[config.mk]
export PLATFORM = sky130hd
export DESIGN_NAME = port_range_pair_allocator
export DESIGN_NICKNAME = d
export VERILOG_FILES = /design/src/hw/rtl/prpa_pkg.sv /design/src/hw/rtl/port_range_pair_allocator.sv
export SDC_FILE = /design/constraint.sdc
export NUM_CORES = 2
export LEC_CHECK = 0
export BUFFER_PORTS_ARGS = -buffer_cell sky130_fd_sc_hd__buf_4
export CAP_MARGIN = 25
export CORE_UTILIZATION = 54
export DETAILED_ROUTE_END_ITERATION = 16
export PLACE_DENSITY = 0.68
export SETUP_SLACK_MARGIN = 0.1
export SLEW_MARGIN = 20
export SYNTH_ARGS = -nofsm -noshare
export SYNTH_HDL_FRONTEND = slang
export SYNTH_SLANG_ARGS = --single-unit
export TNS_END_PERCENT = 1
[constraint.sdc]
create_clock -name clock -period 12.2 [get_ports clock]
set_clock_uncertainty 0.15 [all_clocks]
set_input_delay 0 -clock clock [delete_from_list [all_inputs] [get_ports clock]]
set_output_delay 0 -clock clock [all_outputs]
set_load 0.005 [all_outputs]
[src/hw/rtl/prpa_pkg.sv]
// Shared constants, command codes and helper functions of the port range allocator.
`timescale 1ns / 1ps

package prpa_pkg;

   localparam int MAX_PORTS = 1024;
   localparam int PORT_W    = 16;
   localparam int CMD_W     = 2;
   localparam int WORD_W    = 32;
   localparam int BIT_W     = $clog2(WORD_W);
   localparam int IDX_W     = $clog2(MAX_PORTS);
   localparam int NUM_WORDS = MAX_PORTS / WORD_W;
   localparam int WADDR_W   = IDX_W - BIT_W;
   localparam int CAP_W     = PORT_W + 1;
   localparam int CSR_IDX_W = 2;

   localparam logic [CMD_W-1:0] CMD_ACQUIRE      = 2'd0;
   localparam logic [CMD_W-1:0] CMD_ACQUIRE_PAIR = 2'd1;
   localparam logic [CMD_W-1:0] CMD_RELEASE      = 2'd2;
   localparam logic [CMD_W-1:0] CMD_RELEASE_PAIR = 2'd3;

   localparam logic [CSR_IDX_W-1:0] CSR_RANGE_START = 2'd0;
   localparam logic [CSR_IDX_W-1:0] CSR_RANGE_END   = 2'd1;

   localparam logic [PORT_W-1:0] RANGE_START_RST = 16'd1;
   localparam logic [PORT_W-1:0] RANGE_END_RST   = 16'd1024;

   // Lowest set bit of a bitmap word: {hit, position}.
   function automatic logic [BIT_W:0] lowest_one(input logic [WORD_W-1:0] v);
      logic [BIT_W-1:0] pos;
      logic             hit;
      pos = '0;
      hit = 1'b0;
      for (int i = WORD_W - 1; i >= 0; i--) begin
         if (v[i]) begin
            pos = BIT_W'(i);
            hit = 1'b1;
         end
      end
      return {hit, pos};
   endfunction

endpackage

[src/hw/rtl/port_range_pair_allocator.sv]
// Top level of the port range allocator: bitmap memory, scan sequencer and release logic.
`timescale 1ns / 1ps

// The port range allocator hands out port numbers from [range_start, range_end],
// tracking reservations in a 1024-bit bitmap held as 32 words of 32 bits in a
// synchronous memory. A request is accepted when start is high and busy is low;
// req_cmd selects acquire, acquire pair, release one or release pair.
// Each request yields exactly one response, shown for one cycle with rsp_valid
// high; the receiver cannot stall it, and the next request may be accepted in
// that same cycle. An acquire scans the bitmap one word at a time, and each
// word takes a read state and then a check state on the single memory port;
// the scan covers the words that hold the range, at most 32. On an empty range
// the response is registered straight from the idle state. An odd-aligned pair
// that straddles two words needs the extra state S_WR_PREV for the second write.
// A release passes through a read state and a write state for each port that
// lies in range, and skips a port that does not.
// Reset clears the range registers to 1 and 1024 and marks every bitmap word
// as unwritten through per-word valid flags, so all ports are free at once
// and no clearing pass is needed. The range registers are written through
// the csr_ port and must only change while the block is idle.
module port_range_pair_allocator
   import prpa_pkg::*;
(
   input  logic                 clock,
   input  logic                 reset,
   input  logic                 start,
   output logic                 busy,
   input  logic [CMD_W-1:0]     req_cmd,
   input  logic [PORT_W-1:0]    req_port,
   input  logic [PORT_W-1:0]    req_second_port,
   output logic                 rsp_valid,
   output logic                 rsp_found,
   output logic [PORT_W-1:0]    rsp_first_port,
   output logic [PORT_W-1:0]    rsp_pair_port,
   input  logic                 csr_we,
   input  logic [CSR_IDX_W-1:0] csr_index,
   input  logic [PORT_W-1:0]    csr_wdata
);

   localparam logic [2:0] S_IDLE     = 3'd0;
   localparam logic [2:0] S_SCAN_RD  = 3'd1;
   localparam logic [2:0] S_SCAN_CHK = 3'd2;
   localparam logic [2:0] S_WR_PREV  = 3'd3;
   localparam logic [2:0] S_REL_RD   = 3'd4;
   localparam logic [2:0] S_REL_WR   = 3'd5;

   // Configuration registers.
   logic [PORT_W-1:0] range_start_ff;
   logic [PORT_W-1:0] range_end_ff;

   // Bitmap memory; a word never written reads as all free.
   logic [WORD_W-1:0]  bitmap_mem [NUM_WORDS];
   logic [NUM_WORDS-1:0] row_valid_ff;
   logic [WORD_W-1:0]  mem_rdata_ff;
   logic               rd_valid_ff;
   logic               mem_re;
   logic [WADDR_W-1:0] mem_raddr;
   logic               mem_we;
   logic [WADDR_W-1:0] mem_waddr;
   logic [WORD_W-1:0]  mem_wdata;
   logic [WORD_W-1:0]  word_data;

   // Sequencer state.
   logic [2:0]         state_ff, state_in;
   logic [CMD_W-1:0]   cmd_ff, cmd_in;
   logic [WADDR_W-1:0] word_ff, word_in;
   logic [WADDR_W-1:0] last_word_ff, last_word_in;
   logic [BIT_W-1:0]   last_bit_ff, last_bit_in;
   logic [WORD_W-1:0]  prev_word_ff, prev_word_in;
   logic [IDX_W-1:0]   rel_idx_ff [2];
   logic [IDX_W-1:0]   rel_idx_in [2];
   logic [1:0]         rel_ok_ff, rel_ok_in;
   logic               rel_sel_ff, rel_sel_in;

   // Response registers.
   logic              rsp_valid_ff, rsp_valid_in;
   logic              rsp_found_ff, rsp_found_in;
   logic [PORT_W-1:0] rsp_first_port_ff, rsp_first_port_in;
   logic [PORT_W-1:0] rsp_pair_port_ff, rsp_pair_port_in;

   // Range arithmetic, evaluated while idle.
   logic [CAP_W-1:0]  cap_port;
   logic [CAP_W-1:0]  top_port;
   logic              range_empty;
   logic [CAP_W-1:0]  limit_full;
   logic [IDX_W-1:0]  limit_idx;
   logic              port_ok;
   logic              second_ok;

   // Word check signals.
   logic [WORD_W-1:0] tail_mask;
   logic [WORD_W-1:0] avail;
   logic [WORD_W-1:0] pair_vec;
   logic [BIT_W:0]    single_hit;
   logic [BIT_W:0]    pair_hit;
   logic              cross_hit;
   logic [IDX_W-1:0]  hit_idx;
   logic [IDX_W-1:0]  cross_idx;
   logic [IDX_W-1:0]  rel_cur_idx;

   assign busy           = (state_ff != S_IDLE);
   assign rsp_valid      = rsp_valid_ff;
   assign rsp_found      = rsp_found_ff;
   assign rsp_first_port = rsp_first_port_ff;
   assign rsp_pair_port  = rsp_pair_port_ff;

   always_ff @(posedge clock) begin
      if (reset) begin
         range_start_ff <= RANGE_START_RST;
         range_end_ff   <= RANGE_END_RST;
      end else if (csr_we) begin
         if (csr_index == CSR_RANGE_START) begin
            range_start_ff <= csr_wdata;
         end
         if (csr_index == CSR_RANGE_END) begin
            range_end_ff <= csr_wdata;
         end
      end
   end

   // The memory itself: one write and one registered read per cycle.
   always_ff @(posedge clock) begin
      if (mem_we) begin
         bitmap_mem[mem_waddr] <= mem_wdata;
      end
      if (mem_re) begin
         mem_rdata_ff <= bitmap_mem[mem_raddr];
      end
   end

   always_ff @(posedge clock) begin
      if (reset) begin
         row_valid_ff <= '0;
         rd_valid_ff  <= 1'b0;
      end else begin
         if (mem_we) begin
            row_valid_ff[mem_waddr] <= 1'b1;
         end
         if (mem_re) begin
            rd_valid_ff <= row_valid_ff[mem_raddr];
         end
      end
   end

   assign word_data = rd_valid_ff ? mem_rdata_ff : '0;

   // The usable top is range_end, capped by the bitmap size above range_start.
   always_comb begin
      cap_port    = {1'b0, range_start_ff} + CAP_W'(MAX_PORTS - 1);
      top_port    = ({1'b0, range_end_ff} < cap_port) ? {1'b0, range_end_ff} : cap_port;
      range_empty = (range_end_ff < range_start_ff);
      limit_full  = top_port - {1'b0, range_start_ff};
      limit_idx   = limit_full[IDX_W-1:0];
      port_ok     = (req_port >= range_start_ff) && ({1'b0, req_port} <= top_port);
      second_ok   = (req_second_port >= range_start_ff)
                    && ({1'b0, req_second_port} <= top_port);
   end

   // Free bits of the current word, with bits past the range end masked off.
   always_comb begin
      for (int i = 0; i < WORD_W; i++) begin
         tail_mask[i] = (BIT_W'(i) > last_bit_ff);
      end
      avail = ~word_data & ~((word_ff == last_word_ff) ? tail_mask : '0);
      pair_vec = '0;
      for (int i = 0; i < WORD_W - 1; i++) begin
         pair_vec[i] = avail[i] & avail[i + 1] & ((i % 2 == 1) == range_start_ff[0]);
      end
      single_hit = lowest_one(avail);
      pair_hit   = lowest_one(pair_vec);
      // With an odd start, the pair made of the previous word's top bit and
      // this word's bottom bit comes before every pair inside this word.
      cross_hit  = range_start_ff[0] && (word_ff != '0) && !prev_word_ff[WORD_W-1]
                   && avail[0];
      hit_idx    = {word_ff, (cmd_ff == CMD_ACQUIRE) ? single_hit[BIT_W-1:0]
                                                     : pair_hit[BIT_W-1:0]};
      cross_idx  = {word_ff, BIT_W'(0)} - IDX_W'(1);
      rel_cur_idx = rel_idx_ff[rel_sel_ff];
   end

   always_comb begin
      state_in          = state_ff;
      cmd_in            = cmd_ff;
      word_in           = word_ff;
      last_word_in      = last_word_ff;
      last_bit_in       = last_bit_ff;
      prev_word_in      = prev_word_ff;
      rel_idx_in        = rel_idx_ff;
      rel_ok_in         = rel_ok_ff;
      rel_sel_in        = rel_sel_ff;
      rsp_valid_in      = 1'b0;
      rsp_found_in      = rsp_found_ff;
      rsp_first_port_in = rsp_first_port_ff;
      rsp_pair_port_in  = rsp_pair_port_ff;
      mem_re            = 1'b0;
      mem_raddr         = word_ff;
      mem_we            = 1'b0;
      mem_waddr         = word_ff;
      mem_wdata         = word_data;

      case (state_ff)
         S_IDLE: begin
            if (start) begin
               cmd_in            = req_cmd;
               word_in           = '0;
               last_word_in      = limit_idx[IDX_W-1:BIT_W];
               last_bit_in       = limit_idx[BIT_W-1:0];
               rel_idx_in[0]     = IDX_W'(req_port - range_start_ff);
               rel_idx_in[1]     = IDX_W'(req_second_port - range_start_ff);
               rel_ok_in         = {second_ok && (req_cmd == CMD_RELEASE_PAIR), port_ok};
               rel_sel_in        = 1'b0;
               rsp_found_in      = 1'b0;
               rsp_first_port_in = '0;
               rsp_pair_port_in  = '0;
               if (req_cmd == CMD_RELEASE || req_cmd == CMD_RELEASE_PAIR) begin
                  state_in = S_REL_RD;
               end else if (range_empty) begin
                  rsp_valid_in = 1'b1;
               end else begin
                  state_in = S_SCAN_RD;
               end
            end
         end
         S_SCAN_RD: begin
            mem_re   = 1'b1;
            state_in = S_SCAN_CHK;
         end
         S_SCAN_CHK: begin
            prev_word_in = word_data;
            if (cmd_ff == CMD_ACQUIRE && single_hit[BIT_W]) begin
               mem_we            = 1'b1;
               mem_wdata         = word_data | (WORD_W'(1) << single_hit[BIT_W-1:0]);
               rsp_found_in      = 1'b1;
               rsp_first_port_in = range_start_ff + PORT_W'(hit_idx);
               rsp_valid_in      = 1'b1;
               state_in          = S_IDLE;
            end else if (cmd_ff == CMD_ACQUIRE_PAIR && cross_hit) begin
               // Bottom bit here now; the previous word's top bit next cycle,
               // so the previous word's contents are kept for that write.
               prev_word_in      = prev_word_ff;
               mem_we            = 1'b1;
               mem_wdata         = word_data | WORD_W'(1);
               rsp_found_in      = 1'b1;
               rsp_first_port_in = range_start_ff + PORT_W'(cross_idx);
               rsp_pair_port_in  = range_start_ff + PORT_W'(cross_idx) + PORT_W'(1);
               state_in          = S_WR_PREV;
            end else if (cmd_ff == CMD_ACQUIRE_PAIR && pair_hit[BIT_W]) begin
               mem_we            = 1'b1;
               mem_wdata         = word_data | (WORD_W'(3) << pair_hit[BIT_W-1:0]);
               rsp_found_in      = 1'b1;
               rsp_first_port_in = range_start_ff + PORT_W'(hit_idx);
               rsp_pair_port_in  = range_start_ff + PORT_W'(hit_idx) + PORT_W'(1);
               rsp_valid_in      = 1'b1;
               state_in          = S_IDLE;
            end else if (word_ff == last_word_ff) begin
               rsp_valid_in = 1'b1;
               state_in     = S_IDLE;
            end else begin
               word_in  = word_ff + WADDR_W'(1);
               state_in = S_SCAN_RD;
            end
         end
         S_WR_PREV: begin
            mem_we       = 1'b1;
            mem_waddr    = word_ff - WADDR_W'(1);
            mem_wdata    = prev_word_ff | (WORD_W'(1) << (WORD_W - 1));
            rsp_valid_in = 1'b1;
            state_in     = S_IDLE;
         end
         S_REL_RD: begin
            if (rel_ok_ff[rel_sel_ff]) begin
               mem_re    = 1'b1;
               mem_raddr = rel_cur_idx[IDX_W-1:BIT_W];
               state_in  = S_REL_WR;
            end else if (rel_sel_ff) begin
               rsp_found_in = 1'b1;
               rsp_valid_in = 1'b1;
               state_in     = S_IDLE;
            end else begin
               rel_sel_in = 1'b1;
            end
         end
         S_REL_WR: begin
            mem_we    = 1'b1;
            mem_waddr = rel_cur_idx[IDX_W-1:BIT_W];
            mem_wdata = word_data & ~(WORD_W'(1) << rel_cur_idx[BIT_W-1:0]);
            if (rel_sel_ff) begin
               rsp_found_in = 1'b1;
               rsp_valid_in = 1'b1;
               state_in     = S_IDLE;
            end else begin
               rel_sel_in = 1'b1;
               state_in   = S_REL_RD;
            end
         end
         default: begin
            state_in = S_IDLE;
         end
      endcase
   end

   always_ff @(posedge clock) begin
      if (reset) begin
         state_ff     <= S_IDLE;
         rsp_valid_ff <= 1'b0;
      end else begin
         state_ff     <= state_in;
         rsp_valid_ff <= rsp_valid_in;
      end
   end

   always_ff @(posedge clock) begin
      cmd_ff            <= cmd_in;
      word_ff           <= word_in;
      last_word_ff      <= last_word_in;
      last_bit_ff       <= last_bit_in;
      prev_word_ff      <= prev_word_in;
      rel_idx_ff        <= rel_idx_in;
      rel_ok_ff         <= rel_ok_in;
      rel_sel_ff        <= rel_sel_in;
      rsp_found_ff      <= rsp_found_in;
      rsp_first_port_ff <= rsp_first_port_in;
      rsp_pair_port_ff  <= rsp_pair_port_in;
   end

   // The single memory port never reads and writes in the same cycle.
   a_port_exclusive: assert property (@(posedge clock) disable iff (reset)
      !(mem_we && mem_re))
      else $error("bitmap memory read and written in the same cycle");

   // The scan never runs past the word that holds the end of the range.
   a_scan_bound: assert property (@(posedge clock) disable iff (reset)
      (state_ff == S_SCAN_CHK) |-> (word_ff <= last_word_ff))
      else $error("bitmap scan passed the last word of the range");

   // A failed allocation reports no ports.
   a_fail_zero: assert property (@(posedge clock) disable iff (reset)
      (rsp_valid && !rsp_found) |-> (rsp_first_port == '0 && rsp_pair_port == '0))
      else $error("failed allocation carries a port number");

   // A pair result is an even port followed by its odd neighbor.
   a_pair_shape: assert property (@(posedge clock) disable iff (reset)
      (rsp_valid && rsp_pair_port != '0)
         |-> (rsp_pair_port == rsp_first_port + PORT_W'(1) && !rsp_first_port[0]))
      else $error("pair result is not an even-aligned pair");

   // A response follows work in progress on the previous cycle or an idle accept.
   a_rsp_cause: assert property (@(posedge clock) disable iff (reset)
      rsp_valid |-> ($past(busy) || $past(start)))
      else $error("response without a request");

endmodule
==> metrics.md <==
| Metric | Value |
|---|---|
| Crit path DAT | `around 8 ns` |
| Area grow syn2layout | `14.44%` |
| Fmax | `between 100 and 150 MHz` |
| Clock Latency Late Sink | `approximately 0.74 ns` |
| Port bufs | `90` |
| Kind of critical path | `register to register` |
| Initial antenna violation count | `1` |
| VDD IR-drop max | `~0.00015 V` |
| Run status | `finished clean` |
| GP Congestion | `0.9878` |
| CTS clk-pin slew, worst paths | `about 0.060 ns` |
| Final period util | `between 60% and 70%` |
| Largest net degree at the start of global routing | `approximately 140` |
| Fin nets | `around 4000` |
| Synth top area share | `between 60% and 70%` |
| PostCTS Resize Cnt | `0` |
| Post-layout util | `between 60 and 70%` |
| RSZ-0062 raised after global routing | `false` |
| Minimum clock period | `between 7 and 8 ns` |
| Syn nets | `about 3800` |
| Final WS setup | `4.498 ns` |
| Slew Limit Fails | `0` |
| Clk sinks | `about 1200` |
| Post-synth ARST share | `0%` |
| ANT cells | `0` |
| Slew Limit Headroom | `24.91%` |
| Drc violations | `0` |
| Mapped cell area | `approximately 55000 um^2` |
| TritonCTS clock tree | `done` |
| Cells after Synth | `approximately 3600` |
| Final ANT Viol Nets | `0` |
| Ys Warns | `0` |
| Yosys top cell by area | `edfxtp_1` |
| Share of cells above drive strength 1 | `21.27%` |
| Hold Path Class | `primary input to register` |
| Gr usage total | `around 30%` |
| Global-route wire length before repair | `approximately 220000 um` |
| Most common cell in the netlist | `edfxtp_1` |
| Static Leakage | `21.30 nW` |
| Seq/Total Area, Yosys | `65.33%` |
| Vias in the first global route | `around 33000` |
| H-tree levels | `3` |
| Vias/cell | `around 6.3` |
| Core area | `roughly 100000 um^2` |
| Root buffer cell | `clkbuf_16` |
| Detailed Route WL | `151300 um` |
| Synthesized area per cell | `15.44 um^2` |
| Number of synthesized flops with an enable pin | `around 1200` |
| DR WL/cell | `28.59 um` |
| Place WS | `around 4.6 ns` |
| DRT Pass-1 Iters | `6` |
| Die X | `around 320 um` |
| Initial drt markers | `3847` |
| I/O pins | `slightly above 90` |
| Post-route cell area | `about 63000 um^2` |
| Nature of the critical path startpoint | `register` |
| Commonest cells in the synthesized netlist | `edfxtp_1 (1161), nand2_1 (269), mux4_2 (264)` |
| CP Capture Type | `register` |
| Worst Max-Slew Pin Slew | `1.122 ns` |
| Maxcap violations | `0` |
| Critical Path RT | `roughly 13 ns` |
| Setup violators final | `0` |
| Starting Density | `between 50% and 60%` |
| Ys flop type | `edfxtp_1` |
| Final hold vios | `0` |
| PwrDens | `approximately 180 nW/um^2` |
| Hpwl dp | `89890 um` |
| Post-Place Cell Area | `58290 um^2` |
| Num CTS Buffers | `119` |
| Max FO, Critical Path | `27` |
| Seq cells post-synth | `between 1000 and 1500` |
| Distinct cells, synth | `107` |
| DIE HEIGHT | `about 320 um` |
| Bufs on Longest Clock Path | `3` |
| Setup TNS | `0 ns` |
| Gr ovfl total | `0` |
| Die ar. | `around 100000 um^2` |
| Site Rows | `about 120` |
| Total number of vias | `around 34000` |
| Top post-synthesis cells by area | `edfxtp_1 (63%), mux4_2 (11%), ha_1 (2.8%)` |
## metrics by stage
step	hold slack [ns]	cells	total power, mW
after floorplan	-0.05113	3594	6.691
after global placement	0.06909	4951	7.419
after detailed placement	0.07257	4957	7.439
after CTS	0.07901	5290	11.24
after global routing	0.1332	5294	11.59
final	0.1353	5294	11.20
## critical path: stages, from the launching register on
cell	delay [ns]
edfxtp_1	0.65
xnor2_1	0.35
nand4_2	0.60
o21ai_0	0.83
o21ai_0	0.25
a2111o_1	0.49
a211oi_1	0.29
o31a_1	0.28
nand2b_1	0.29
mux2i_1	0.15
ha_1	0.24
inv_1	0.07
fa_1	0.19
nor2b_1	0.06
o21a_1	0.17
o21ai_0	0.41
a21oi_1	0.15
xnor2_1	0.17
a211oi_1	0.44
nand4bb_4	0.18
or3_1	0.43
nor4_2	0.26
mux2_1	0.34
## sequential cells by signal, summed over array words and instances, names as in the netlist
name / flops
range_end_ff: 16
rd_valid_ff: 1
range_start_ff: 16
rel_idx_ff: 20
rel_sel_ff: 1
word_ff: 5
cmd_ff: 2
rsp_valid: 1
rel_ok_ff: 2
prev_word_ff: 32
row_valid_ff: 32
rsp_found: 1
last_bit_ff: 5
rsp_pair_port: 16
rsp_first_port: 16
last_word_ff: 5
mem_rdata_ff: 32
bitmap_mem: 1024
state_ff: 3
## area by class of cell
cell class	instances	area [um^2]
fill	7358	38250
sequential	1230	36250
multi-input combinational	2087	18560
clock buffer	146	3186
timing repair buffer	289	2564
tap	1368	1712
clock inverter	78	859.6
inverter	96	360.3
## cell families (layout without fill, tap and decap cells)
| group | count (synthesis) | count (layout) | share of synthesized area (%) |
|---|---|---|---|
| DFF | 1230 | 1230 | 65.33 |
| xor gates and xnor gates | 75 | 75 | 1.238 |
| AOI/OAI and AO/OA | 726 | 726 | 8.532 |
| and+or+nand+nor | 735 | 735 | 6.155 |
| muxes | 422 | 422 | 13.74 |
| adders and majority gates | 129 | 129 | 2.964 |
| buffers and inverters | 277 | 609 | 2.043 |
## cells in the final DEF, fill, tap and decap left out, types with 36 or more instances in the layout
master and n:
mux4_2 264, xnor2_1 46, clkbuf_16 124, o211ai_1 47
nor2_1 217, dfxtp_1 68, mux2i_1 79, a21o_1 41
inv_1 93, a21oi_1 225, ha_1 125, dlygate4sd3_1 109
mux2_2 73, o21a_1 36, nand2_1 269, edfxtp_1 1161
buf_4 165, o21ai_0 106
## final timing paths
| path | startpoint | to | slack [ns] | depth (start not counted) |
|---|---|---|---|---|
| hold / removal | start | rsp_valid | 0.14 | 4 |
| setup / recovery | word_ff[2] | rsp_pair_port[15] | 4.50 | 22 |
| hold reg to reg | row_valid_ff[9] | row_valid_ff[9] | 0.32 | 2 |
| setup reg to reg | word_ff[2] | rsp_pair_port[15] | 4.50 | 22 |
## power breakdown
| group | internal [mW] | switching [mW] | leakage [nW] | total [mW] |
|---|---|---|---|---|
| Clock | 2.20 | 1.59 | 1.97 | 3.79 |
| Combinational | 0.933 | 1.48 | 8.31 | 2.41 |
| Sequential | 4.91 | 0.0874 | 11.0 | 5.00 |
## layer usage
layer	up-vias	part of all wire (%)	GRT usage [%]
met5	-	0.013	0
met4	2	2.9	8.836
met3	258	7.6	4.188
met2	1492	49	48.36
met1	17090	41	41.10
li1	14680	-	-
## timing repair
item                      4_1_cts  5_1_grt
buffers inserted                0        0
hold buffers                  109        0
hold endpoints to repair      119        0
Note: power is estimated with default switching activity, not from simulation.
